===== src/cau_pkg.sv =====
package cau_pkg;

   // Default word format, Q16.16
   localparam int DEF_WORD_BITS = 32;
   localparam int DEF_FRAC_BITS = 16;

   // Depth of the queue between front and back
   localparam int QUEUE_DEPTH = 4;

   // Operation codes on the request side
   typedef enum logic [2:0] {
      CMD_ADD  = 3'd0,
      CMD_SUB  = 3'd1,
      CMD_MUL  = 3'd2,
      CMD_DIV  = 3'd3,
      CMD_IDIV = 3'd4,
      CMD_NEG  = 3'd5,
      CMD_GT   = 3'd6,
      CMD_LT   = 3'd7
   } cmd_type;

   // Response status codes
   typedef enum logic [1:0] {
      STATUS_OK       = 2'd0,
      STATUS_DIV_ZERO = 2'd1,
      STATUS_SAT      = 2'd2
   } status_type;

   // How the back end finishes an item
   typedef enum logic [2:0] {
      KIND_PASS,
      KIND_MUL,
      KIND_CDIV,
      KIND_IDIV,
      KIND_ZDIV,
      KIND_ORDER
   } kind_type;

   // Classification handed from front to back
   typedef struct packed {
      kind_type kind;
      logic     dneg;
      logic     order;
   } ctl_type;

endpackage


===== src/cau_fifo.sv =====
module cau_fifo #(
   parameter int WIDTH = 8,
   parameter int DEPTH = cau_pkg::QUEUE_DEPTH
) (
   input  logic             clock,
   input  logic             reset,
   input  logic             push,
   input  logic [WIDTH-1:0] wdata,
   output logic             full,
   input  logic             pop,
   output logic [WIDTH-1:0] rdata,
   output logic             empty
);

   localparam int AW = (DEPTH > 1) ? $clog2(DEPTH) : 1;
   localparam int CW = $clog2(DEPTH + 1);

   logic [WIDTH-1:0] mem_ff [DEPTH];
   logic [AW-1:0]    wr_ptr_ff, wr_ptr_in;
   logic [AW-1:0]    rd_ptr_ff, rd_ptr_in;
   logic [CW-1:0]    count_ff, count_in;
   logic             do_push, do_pop;

   assign full    = (count_ff == CW'(DEPTH));
   assign empty   = (count_ff == '0);
   assign do_push = push && !full;
   assign do_pop  = pop && !empty;
   assign rdata   = mem_ff[rd_ptr_ff];

   // Advance pointers and count
   always_comb begin
      wr_ptr_in = wr_ptr_ff;
      rd_ptr_in = rd_ptr_ff;
      count_in  = count_ff;
      if (do_push) begin
         wr_ptr_in = (wr_ptr_ff == AW'(DEPTH - 1)) ? '0 : wr_ptr_ff + 1'b1;
      end
      if (do_pop) begin
         rd_ptr_in = (rd_ptr_ff == AW'(DEPTH - 1)) ? '0 : rd_ptr_ff + 1'b1;
      end
      case ({do_push, do_pop})
         2'b10:   count_in = count_ff + 1'b1;
         2'b01:   count_in = count_ff - 1'b1;
         default: count_in = count_ff;
      endcase
   end

   always_ff @(posedge clock) begin
      if (reset) begin
         wr_ptr_ff <= '0;
         rd_ptr_ff <= '0;
         count_ff  <= '0;
      end else begin
         wr_ptr_ff <= wr_ptr_in;
         rd_ptr_ff <= rd_ptr_in;
         count_ff  <= count_in;
      end
   end

   // Store the pushed item
   always_ff @(posedge clock) begin
      if (do_push) begin
         mem_ff[wr_ptr_ff] <= wdata;
      end
   end

endmodule


===== config.mk =====
export PLATFORM = sky130hd
export DESIGN_NAME = cau_fifo
export DESIGN_NICKNAME = d
export VERILOG_FILES = /design/src/cau_pkg.sv /design/src/cau_fifo.sv
export SDC_FILE = /design/constraint.sdc
export NUM_CORES = 1
export LEC_CHECK = 0
export BUFFER_PORTS_ARGS = -buffer_cell sky130_fd_sc_hd__buf_2
export CORE_AREA = 2 2 56 58
export DETAILED_ROUTE_END_ITERATION = 8
export DIE_AREA = 0 0 58 60
export PLACE_DENSITY = 0.81
export SYNTH_ARGS = -nofsm -noshare
export SYNTH_HDL_FRONTEND = slang
export SYNTH_SLANG_ARGS = --single-unit

===== constraint.sdc =====
create_clock -name clock -period 7.15 [get_ports clock]
set_input_delay 1.43 -clock clock [delete_from_list [all_inputs] [get_ports clock]]
set_output_delay 1.43 -clock clock [all_outputs]
set_load 0.005 [all_outputs]

Yosys cells after proc, flatten, opt, wreduce, memory -nomap -nowiden
Memories as Yosys holds them, arrays and structs flattened. A register that Yosys moved wholly into a read port is not among the register bits.
Index checks and enable logic that the tools add are counted.
{"block": "word_totals", "wordCells": 26, "romBits": 0, "output_inout_bits": 10, "mem_bits_rw": 32, "latch_bits": 0, "memories": 1, "register_bits": 7, "input_bits": 12}
{"block": "classes", "div": 0, "n_bitwise": 0, "shift": 0, "order_cmp": 0, "n_reduce_logical": 6, "n_mux": 7, "add_sub_neg": 4, "n_eq_ne": 5, "mul": 0}
{"name": "mem_ff", "depth": 4, "width": 8, "read_ports": 1, "rd_ports_with_merged_regs": 1, "write_ports": 1, "line_no": "cau_fifo.sv:18", "rtl": "logic [WIDTH-1:0] mem_ff [DEPTH];"}
{"op": "$mux 2", "count": 4}
{"op": "$eq 2x2->1 const B", "count": 3}
{"op": "$pmux 3 s2", "count": 1}
{"op": "$add 2x1->2 const B", "count": 2}
{"op": "$add 3x1->3 const B", "count": 1}
{"op": "$eq 3x3->1 const B", "count": 1}
{"op": "$logic_not 3->1", "count": 1}
{"op": "$sub 3x1->3 const B", "count": 1}
{"op": "$eq 2x1->1 const B", "count": 1}
{"op": "$logic_and 1x1->1", "count": 2}
{"op": "$logic_not 1->1", "count": 2}
{"op": "$mux 1", "count": 2}
{"op": "$reduce_bool 2->1", "count": 1}

Longest topological paths before layout
Gate-level depths: netlist of run 1.
{"block": "logic_depth", "word_depth": 5, "depth_mapped": 10, "mapped_depth_nobuf": 9}

Least setup slack after synthesis of run 1
No wires, ideal clock.
{"block": "synth_timing", "path_kind": "input to register", "from": "input port push", "to": "register count_ff[2]", "setup_ps": 70, "cell_stages": 8, "path_buffers": 0, "t_arrival_ps": 2845, "required_time_ps": 7080, "setup_slack_ps": 4235, "cell_sequence": "and2_4 inv_1 ha_1 inv_1 fa_1 xor2_1 or3_2 a21oi_1"}
{"block": "synth_between", "elab_chain_len": 3, "elab_cells_between_ends": 5, "classes_between": "eq/ne (2); mux (1); reduce/logical (2)"}
{"element": "from (decl)", "line_no": "cau_fifo.sv:7", "rtl": "input logic push,"}
{"element": "$logic_and 1x1->1 (*)", "line_no": "cau_fifo.sv:26", "rtl": "assign do_push = push && !full;"}
{"element": "$eq 2x1->1 or $eq 2x2->1 (tied branches)", "line_no": "cau_fifo.sv:41", "rtl": "case ({do_push, do_pop})"}
{"element": "$pmux 3 s2 or $reduce_bool 2->1 (tied branches)"}
{"element": "to (signal assigned)", "line_no": "cau_fifo.sv:56", "rtl": "count_ff <= count_in;"}
{"element": "to (decl)", "line_no": "cau_fifo.sv:21", "rtl": "logic [CW-1:0] count_ff, count_in;"}
Every way passes the cells marked *; elsewhere a longest branch is shown, timed or not.
A chain may end at the register's enable or synchronous reset.

==> results of run 1 <==
worst max-delay path, stage by stage, from the launching register on:
cell and delay (ns):
dfxtp_1 0.69, mux4_2 0.58, buf_2 0.14
logic make-up (layout without fill, tap and decap cells):
logic type	Yosys count	in the layout	share of synthesized area, %
DFF	41	41	69.2
adders and majority gates	7	7	5.77
and+or+nand+nor	17	17	5.92
buffers and inverters	12	37	3.26
xor gates and xnor gates	2	2	1.06
muxes	9	9	11.5
AOI/OAI and AO/OA	8	8	3.19
how the worst max path moves through the flow:
stage               start          end  slack, ns  depth (start not counted)
global placement     push  count_ff[2]       4.07                          9
CTS                  flop     rdata[6]       3.91                          2
floorplan            push  count_ff[2]       4.23                          8
global route         flop     rdata[6]       3.84                          2
detailed placement   push  count_ff[2]       3.99                          9
finish               flop     rdata[6]       3.97                          2
routing by layer:
layer  vias up  part of all wire, %  GRT usage (%)
met3         4                  4.6           4.76
li1        409                    -              -
met1       417                   38           16.1
met5         -                    0              0
met2        22                   56           30.2
met4         0                  1.5           8.97
cell usage after synthesis, types with 2 or more instances:
cell and n:
nand3_1 2, a21oi_1 4, dfxtp_1 9, and3_1 2, and3_2 2, edfxtp_1 32, mux4_2 8, ha_1 6
inv_1 8, nor2_1 4, xor2_1 2, nor3_1 2
through the flow:
step / cells / power [mW]
6_report: 154 / 0.574
5_1_grt: 154 / 0.609
4_1_cts: 154 / 0.580
3_5_place_dp: 146 / 0.466
3_3_place_gp: 146 / 0.458
2_1_floorplan: 96 / 0.419
flip-flops by register name, indices dropped and copies added, names as in the netlist, named ones only:
signal	flops
rd_ptr_ff	2
wr_ptr_ff	2
mem_ff	32
count_ff	3
report_power, final:
group          switching (mW)  leakage [nW]  internal (mW)
combinational          0.0655         0.290         0.0761
sequential             0.0275         0.367          0.289
clock                  0.0689        0.0357         0.0463
total                   0.162         0.693          0.412
final cells by class:
cell class,count,area (um2),share of cell area [%]
inverter,8,30.0,1.64
clock buffer,6,51.3,2.80
tap,33,41.3,2.26
timing repair buffer,21,105,5.74
sequential,41,1140,62.3
multi-input combinational,43,453,24.7
clock inverter,2,8.76,0.478
==> flow_summary.toml, run 1 <==
[synthesis]
syn_area_um2 = 1650
yosys_most_used_dff = "edfxtp_1"
yosys.area.top_type = "edfxtp_1"
synthCells = 96
synth_top_area_share_pct = 58.3
synth_enable_flop_cells = 32
synthArstFlopShare_pct = 0
syn_area_per_cell_um2 = 17.2
yosys_warnings = 0
post_synth_main_area_contributors = "edfxtp_1 (58%), dfxtp_1 (11%), mux4_2 (11%), ha_1 (4.6%), inv_1 (1.8%)"
ys_ff_latch = 41
synth-seq-area-share_pct = 69.2
syn-num-nets = 115
synthDistinctLibCells = 27

[grt]
grt.overflow.total = 0
grt_max_degree = 13
grt_pass1_vias = 861
antenna_found_initial = 0
grt_pass1_wl_um = 3860
track_usage_pct = 16.2

[sta]
final-setup-viol-count = 0
setup_slack_ns = 3.97
worstMarginPinSlew_ns = 0.549
relSlewSlack_pct = 63.4
hold-worst-slack_ns = 0.512
period_minus_slack_ns = 3.18
max_freq_ghz = 0.315
finalMaxSlewViolations = 0
fin_crit_sh_pct = 44.5
hold_viol_final = 0
clock_skew_ns = 0.0134
finalSetupTns_ns = 0
grt_setup_unrepaired = "false"

[clocking]
cts_tree = "yes"
path_clk_slew_ns = 0.12
clk_latency_ns = 0.34
cts_max_path_buffers = 2
numClockSinks = 41
cts_setup_buffers = 0
clk_root_buffer_cell = "clkbuf_4"
htreeDepth = 2
cts_inserted_buffers = 5
cts_resized = 0
ctsHoldBuffers = 0

[drt]
drt_iter0_drc = 22
ant_nets = 0
drt_pre_antenna_iters = 4
vias = 852
drc_errors = 0
wl_per_cell_um = 15.6
routed_wl_um = 2400
via_per_inst = 5.53

[status]
status = "finished clean"

[place]
place_ws_ns = 3.99
dpl.hpwl_um = 1700
port_buffers = 21
placed_area_um2 = 1770
gp_congestion = 0.728

[finish]
layout-drive-gt1-share_pct = 33.9
utilization_pct = 63.1
num_antenna_cells = 0
final_area_um2 = 1830
syn_to_final_growth_pct = 11.1
fillers = 223
nNetsFinal = 139
layout_common_cells = "edfxtp_1 (32), buf_2 (21), dfxtp_1 (9)"
final_common_cell = "edfxtp_1"

[setup_path]
worst_r2r_endpoint = "count_ff[2]"
required_ns = 5.72
r2r_slack_ns = 4.56
critPathLaunchType = "flop"
worstPathArrival_ns = 1.75
r2r_start = "count_ff[2]"
cp-end-kind = "output port"
critPathKind = "reg -> out"
reg2regPathDepth = 9
worst-path-max-fanout = 8

[floorplan]
die_h_um = 60
fp.dieArea_um2 = 3480
die_width_um = 58
rows = 20
core-area_um2 = 2900
start_util_pct = 56.8
ios = 22

[min_path]
min_to = "rd_ptr_ff[0]"
hp-class = "reg -> reg"
holdCritStartpoint = "rd_ptr_ff[0]"
holdPathStages = 2

[power]
ir_drop_v = 0.000253
power_density_nw_per_um2 = 313
power.leakage_nw = 0.693

[job]
drv_cap = 0
(Power assumes the default switching activity.)
==> run 2: changes to the inputs <==
Settings changed: CORE_AREA 2 2 56 58 to 2 2 58 60, DIE_AREA 0 0 58 60 to 0 0 60 62, PLACE_DENSITY 0.81 to 0.76.
Clock period 7.15 ns to 2.95 ns, I/O delays scaled along.
==> run 2 against run 1 <==
Register-to-register slack got worse by 4.2 ns. Sequential share of layout area is 0.17 points lower. Wire length decreased by 0.42%. Die area increased by 6.9%. Flip-flop and latch count unchanged. Cell area up 0.27%. Setup slack worse by 3.6 ns. Combinational power rose by 140%. Critical path type is now reg -> reg. Core utilization decreased by 5.3 points.
==> flow_summary.toml, run 2 (synthesis gave the netlist of run 1 again) <==
[power]
pwr-share-comb_pct = 25.1
p_total_mw = 1.35
power.leakage_nw = 0.684
power_density_nw_per_um2 = 738
sw_frac_of_total_pct = 27.8
clkPwrFrac_pct = 18.3
switching_power_mw = 0.377
ir_drop_v = 0.000475
seqPwrFrac_pct = 56.7
p_int_mw = 0.977

[clocking]
path_clk_slew_ns = 0.11
clk_latency_ns = 0.33
htreeDepth = 2
cts_setup_buffers = 0
cts_inserted_buffers = 5
numClockSinks = 41
clk_root_buffer_cell = "clkbuf_4"
cts_resized = 0
cts_max_path_buffers = 2
ctsHoldBuffers = 0
cts_tree = "yes"

[drt]
via_per_inst = 5.07
routed_wl_um = 2390
wl_per_cell_um = 14.3
drc_errors = 0
drt_iter0_drc = 35
ant_nets = 0
drt_pre_antenna_iters = 4
vias = 846

[job]
drv_cap = 0

[finish]
layout-drive-gt1-share_pct = 32.2
final_common_cell = "edfxtp_1"
layout_common_cells = "edfxtp_1 (32), buf_2 (21), dfxtp_1 (9)"
nNetsFinal = 139
reg_top3 = "mem_ff (32), count_ff (3)"
largest_reg_flops = 32
syn_to_final_growth_pct = 11.4
fillers = 258
registers.top_by_ff_count = "mem_ff"
num_antenna_cells = 0

[sta]
max_freq_ghz = 0.392
hold_viol_final = 0
finalSetupTns_ns = 0
period_minus_slack_ns = 2.55
clock_skew_ns = 0.0110
worstMarginPinSlew_ns = 0.542
relSlewSlack_pct = 63.6
grt_setup_unrepaired = "false"
fin_crit_sh_pct = 86.5
finalMaxSlewViolations = 0
final-setup-viol-count = 0

[floorplan]
die_width_um = 60
rows = 21
start_util_pct = 51.8
ios = 22
core-area_um2 = 3180
die_h_um = 62
fp.dieArea_um2 = 3720

[status]
status = "finished clean"

[setup_path]
required_ns = 3.21
critPathLaunchType = "flop"
cp-end-kind = "flop"
worstPathArrival_ns = 2.81
critPathKind = "reg -> reg"
worst-path-max-fanout = 9

[grt]
grt_max_degree = 13
grt_pass1_wl_um = 3710
grt_pass1_vias = 832
track_usage_pct = 14.6
grt.overflow.total = 0
antenna_found_initial = 0

[place]
gp_congestion = 0.689
port_buffers = 21
dpl.hpwl_um = 1710

[min_path]
hp-class = "in -> reg"
## run 2: changes by cell type in the layout (fill, tap and decap cells not counted), sizes merged
cell / change
clkbuf: +1
clkinv: -1
## run 2: per-layer routing
metal | wire length, um | up-vias | global-route usage [%] | share of wire [%]
met2 | 1180 | 19 | 23.4 | 49
met4 | 39 | 0 | 6.67 | 1.6
met5 | 0 | - | 0 | 0
met1 | 1040 | 413 | 17.2 | 43
li1 | - | 408 | - | -
met3 | 128 | 6 | 6.21 | 5.4
## run 2: metrics by stage
stage          setup slack, ns  area, um2  util, %  std cells  hold WS [ns]
6_report                 0.397       1840     57.7        167         0.464
5_1_grt                  0.235       1840     57.7        167         0.452
4_1_cts                  0.383       1840     57.7        167         0.450
3_5_place_dp             0.420       1790     56.2        159         0.496
3_3_place_gp             0.531       1790     56.2        159         0.483
2_1_floorplan            0.600       1650        -         96         0.463
## run 2: worst max-delay path, cell delays in order (launching register included)
cell and delay, ns:
dfxtp_1 0.39, or3b_1 0.48, and2_4 0.22, inv_1 0.05
ha_1 0.18, inv_1 0.06, fa_1 0.38, xor2_1 0.17
or3_2 0.40, a21oi_1 0.15
## run 2: path summary, 6_finish.rpt
kind	from	to	slack, ns	cells past startpoint
worst max-delay path	count_ff[2]	count_ff[2]	0.40	9
worst min register to register	rd_ptr_ff[0]	flop	0.51	2
worst min-delay path	wdata[6]	mem_ff[3][6]	0.46	1
worst max register to register	count_ff[2]	count_ff[2]	0.40	9
## run 2: final cells by class
class	count	area [um2]	share of cell area, %
sequential	41	1140	62.2
multi-input combinational	43	453	24.7
timing repair buffer	21	105	5.73
tap	46	57.6	3.14
clock buffer	7	45.0	2.45
inverter	8	30.0	1.64
clock inverter	1	3.75	0.204
## run 2: power by group through the flow
stage / Clock (mW) / Sequential (mW) / Combinational [mW]
4_1_cts: 0.260 / 0.770 / 0.345
3_5_place_dp: 0 / 0.783 / 0.342
5_1_grt: 0.281 / 0.780 / 0.392
6_report: 0.247 / 0.767 / 0.339
3_3_place_gp: 0 / 0.776 / 0.335
2_1_floorplan: 0 / 0.742 / 0.274
==> run 3: changes to the inputs <==
Clock period 2.95 ns to 2.4 ns, I/O delays scaled along.
==> run 3 against run 2 <==
Worst hold slack worse by 0.13 ns. Sequential power up 21%. Global-route usage about the same. Register-to-register slack worse by 0.25 ns. Clock power up 120%. Non-clock buffer count up 3. Highest routed layer unchanged. Count of clock-buffer cells in the layout down 2. Critical path depth unchanged.
==> flow_summary.toml, run 3 (synthesis gave the netlist of run 1 again) <==
[min_path]
hp-class = "in -> reg"
min_to = "mem_ff[0][7]"
holdPathStages = 1
holdCritStartpoint = "wdata[7]"

[clocking]
cts_max_path_buffers = 2
ctsHoldBuffers = 0
clk_latency_ns = 0.34
cts_inserted_buffers = 5
numClockSinks = 41
htreeDepth = 2
clk_root_buffer_cell = "clkbuf_4"
path_clk_slew_ns = 0.13
cts_tree = "yes"

[drt]
drc_errors = 0
vias = 854
routed_wl_um = 2430
top_layer = "met4"
wl_per_cell_um = 14.3
drt_iter0_drc = 24
drt_pre_antenna_iters = 4
wl_met2_um = 1260
met3_length_um = 91
ant_nets = 0
wl_met1_um = 1040
via_per_inst = 5.02

[finish]
layout-drive-gt1-share_pct = 41.1
syn_to_final_growth_pct = 17.0
largest_reg_flops = 32
num_antenna_cells = 0
utilization_pct = 60.6
reg_top3 = "mem_ff (32), count_ff (3)"
nNetsFinal = 142
layout_common_cells = "edfxtp_1 (32), buf_2 (21), inv_1 (8), mux4_2 (8), dfxtp_1 (6)"
final_area_um2 = 1930
registers.top_by_ff_count = "mem_ff"
final_common_cell = "edfxtp_1"
fillers = 248

[setup_path]
crit_slowest_cell = "or3b_4"
crit_top_cell = "inv_1"
worstPathArrival_ns = 2.53
critPathKind = "reg -> reg"
crit_chain = "or3b_4, and2_4, inv_1, ha_2, inv_1, fa_1, xor2_1, or3_4, a21oi_2"
reg2regPathDepth = 9
r2r_slack_ns = 0.15
crit_path_max_incr_delay_ns = 0.39
required_ns = 2.67
cp-end-kind = "flop"
critPathLaunchType = "flop"
r2r_start = "count_ff[1]"
worst-path-max-fanout = 5
worst_r2r_endpoint = "count_ff[2]"

[sta]
clock_skew_ns = 0.0204
final-setup-viol-count = 0
hold_viol_final = 0
worstMarginPinSlew_ns = 0.559
fin_crit_sh_pct = 93.9
grt_setup_unrepaired = "false"
relSlewSlack_pct = 62.4
finalMaxSlewViolations = 0
period_minus_slack_ns = 2.25
max_freq_ghz = 0.444
finalSetupTns_ns = 0

[grt]
track_usage_pct = 14.6
grt.overflow.total = 0
grt_pass1_wl_um = 3800
grt_pass1_vias = 828
grt_max_degree = 14
antenna_found_initial = 0

[floorplan]
start_util_pct = 51.8
die_width_um = 60
die_h_um = 62
ios = 22
rows = 21
fp.dieArea_um2 = 3720
core-area_um2 = 3180

[place]
port_buffers = 21
dpl.hpwl_um = 1760
placed_area_um2 = 1800
gp_congestion = 0.687

[status]
status = "finished clean"

[power]
power_density_nw_per_um2 = 1010
ir_drop_v = 0.000765
power.leakage_nw = 0.730

[job]
drv_cap = 0
## run 3: changes by cell type in the layout (fill, tap and decap cells not counted), sizes merged
cell    delta
clkbuf     -2
bufinv     +2
buf        +3
## run 3: timing repair
| action | CTS | global route |
|---|---|---|
| gates resized for setup | 0 | 7 |
| endpoints found under the setup margin | 0 | 1 |
| setup buffers | 0 | 1 |
## run 3: worst max-delay path by stage
stage / startpoint / end / slack [ns]
floorplan: count_ff[2] / count_ff[2] / 0.05
global placement: count_ff[2] / count_ff[2] / 0.11
detailed placement: count_ff[2] / count_ff[2] / 0.03
CTS: count_ff[2] / count_ff[2] / 0.005
global route: count_ff[1] / count_ff[2] / 0.05
finish: count_ff[1] / count_ff[2] / 0.15
## run 3: through the flow
stage               total power, mW  hold slack (ns)  std cells  setup WS [ns]
floorplan                      1.25            0.463         96         0.0501
global placement               1.38            0.484        161          0.106
detailed placement             1.40            0.510        161         0.0271
CTS                            1.94            0.339        169        0.00537
global route                   2.05            0.336        170         0.0521
finish                         1.95            0.337        170          0.146
## run 3: critical path, delay by kind of cell (launching register included)
kind,cells,cell delay [ns]
AND/OR/NAND/NOR,3,0.89
adder cells (fa/ha/maj),2,0.55
flip-flops,1,0.36
XOR/XNOR,1,0.17
AO/OA/AOI/OAI,1,0.11
buffers and inverters,2,0.10
## run 3: layer usage
layer	GRT usage, %	vias to the layer above
li1	-	415
met4	6.67	0
met3	3.93	4
met2	25.2	21
met5	0	-
met1	17.3	414
## run 3: area by class of cell
class | count | area [um2] | area share [%]
flip-flops and latches | 41 | 1140 | 59.4
repair buffers | 24 | 128 | 6.62
multi-input cells | 43 | 465 | 24.1
clock inverters | 3 | 65.1 | 3.37
well taps | 46 | 57.6 | 2.99
clock buffers | 5 | 37.5 | 1.95
inverters | 8 | 30.0 | 1.56
## run 3: report_power, final
group          internal [mW]  total (mW)  switching, mW
registers              0.867       0.931         0.0640
clock network          0.323       0.536          0.213
logic                  0.259       0.482          0.222
total                   1.45        1.95          0.500
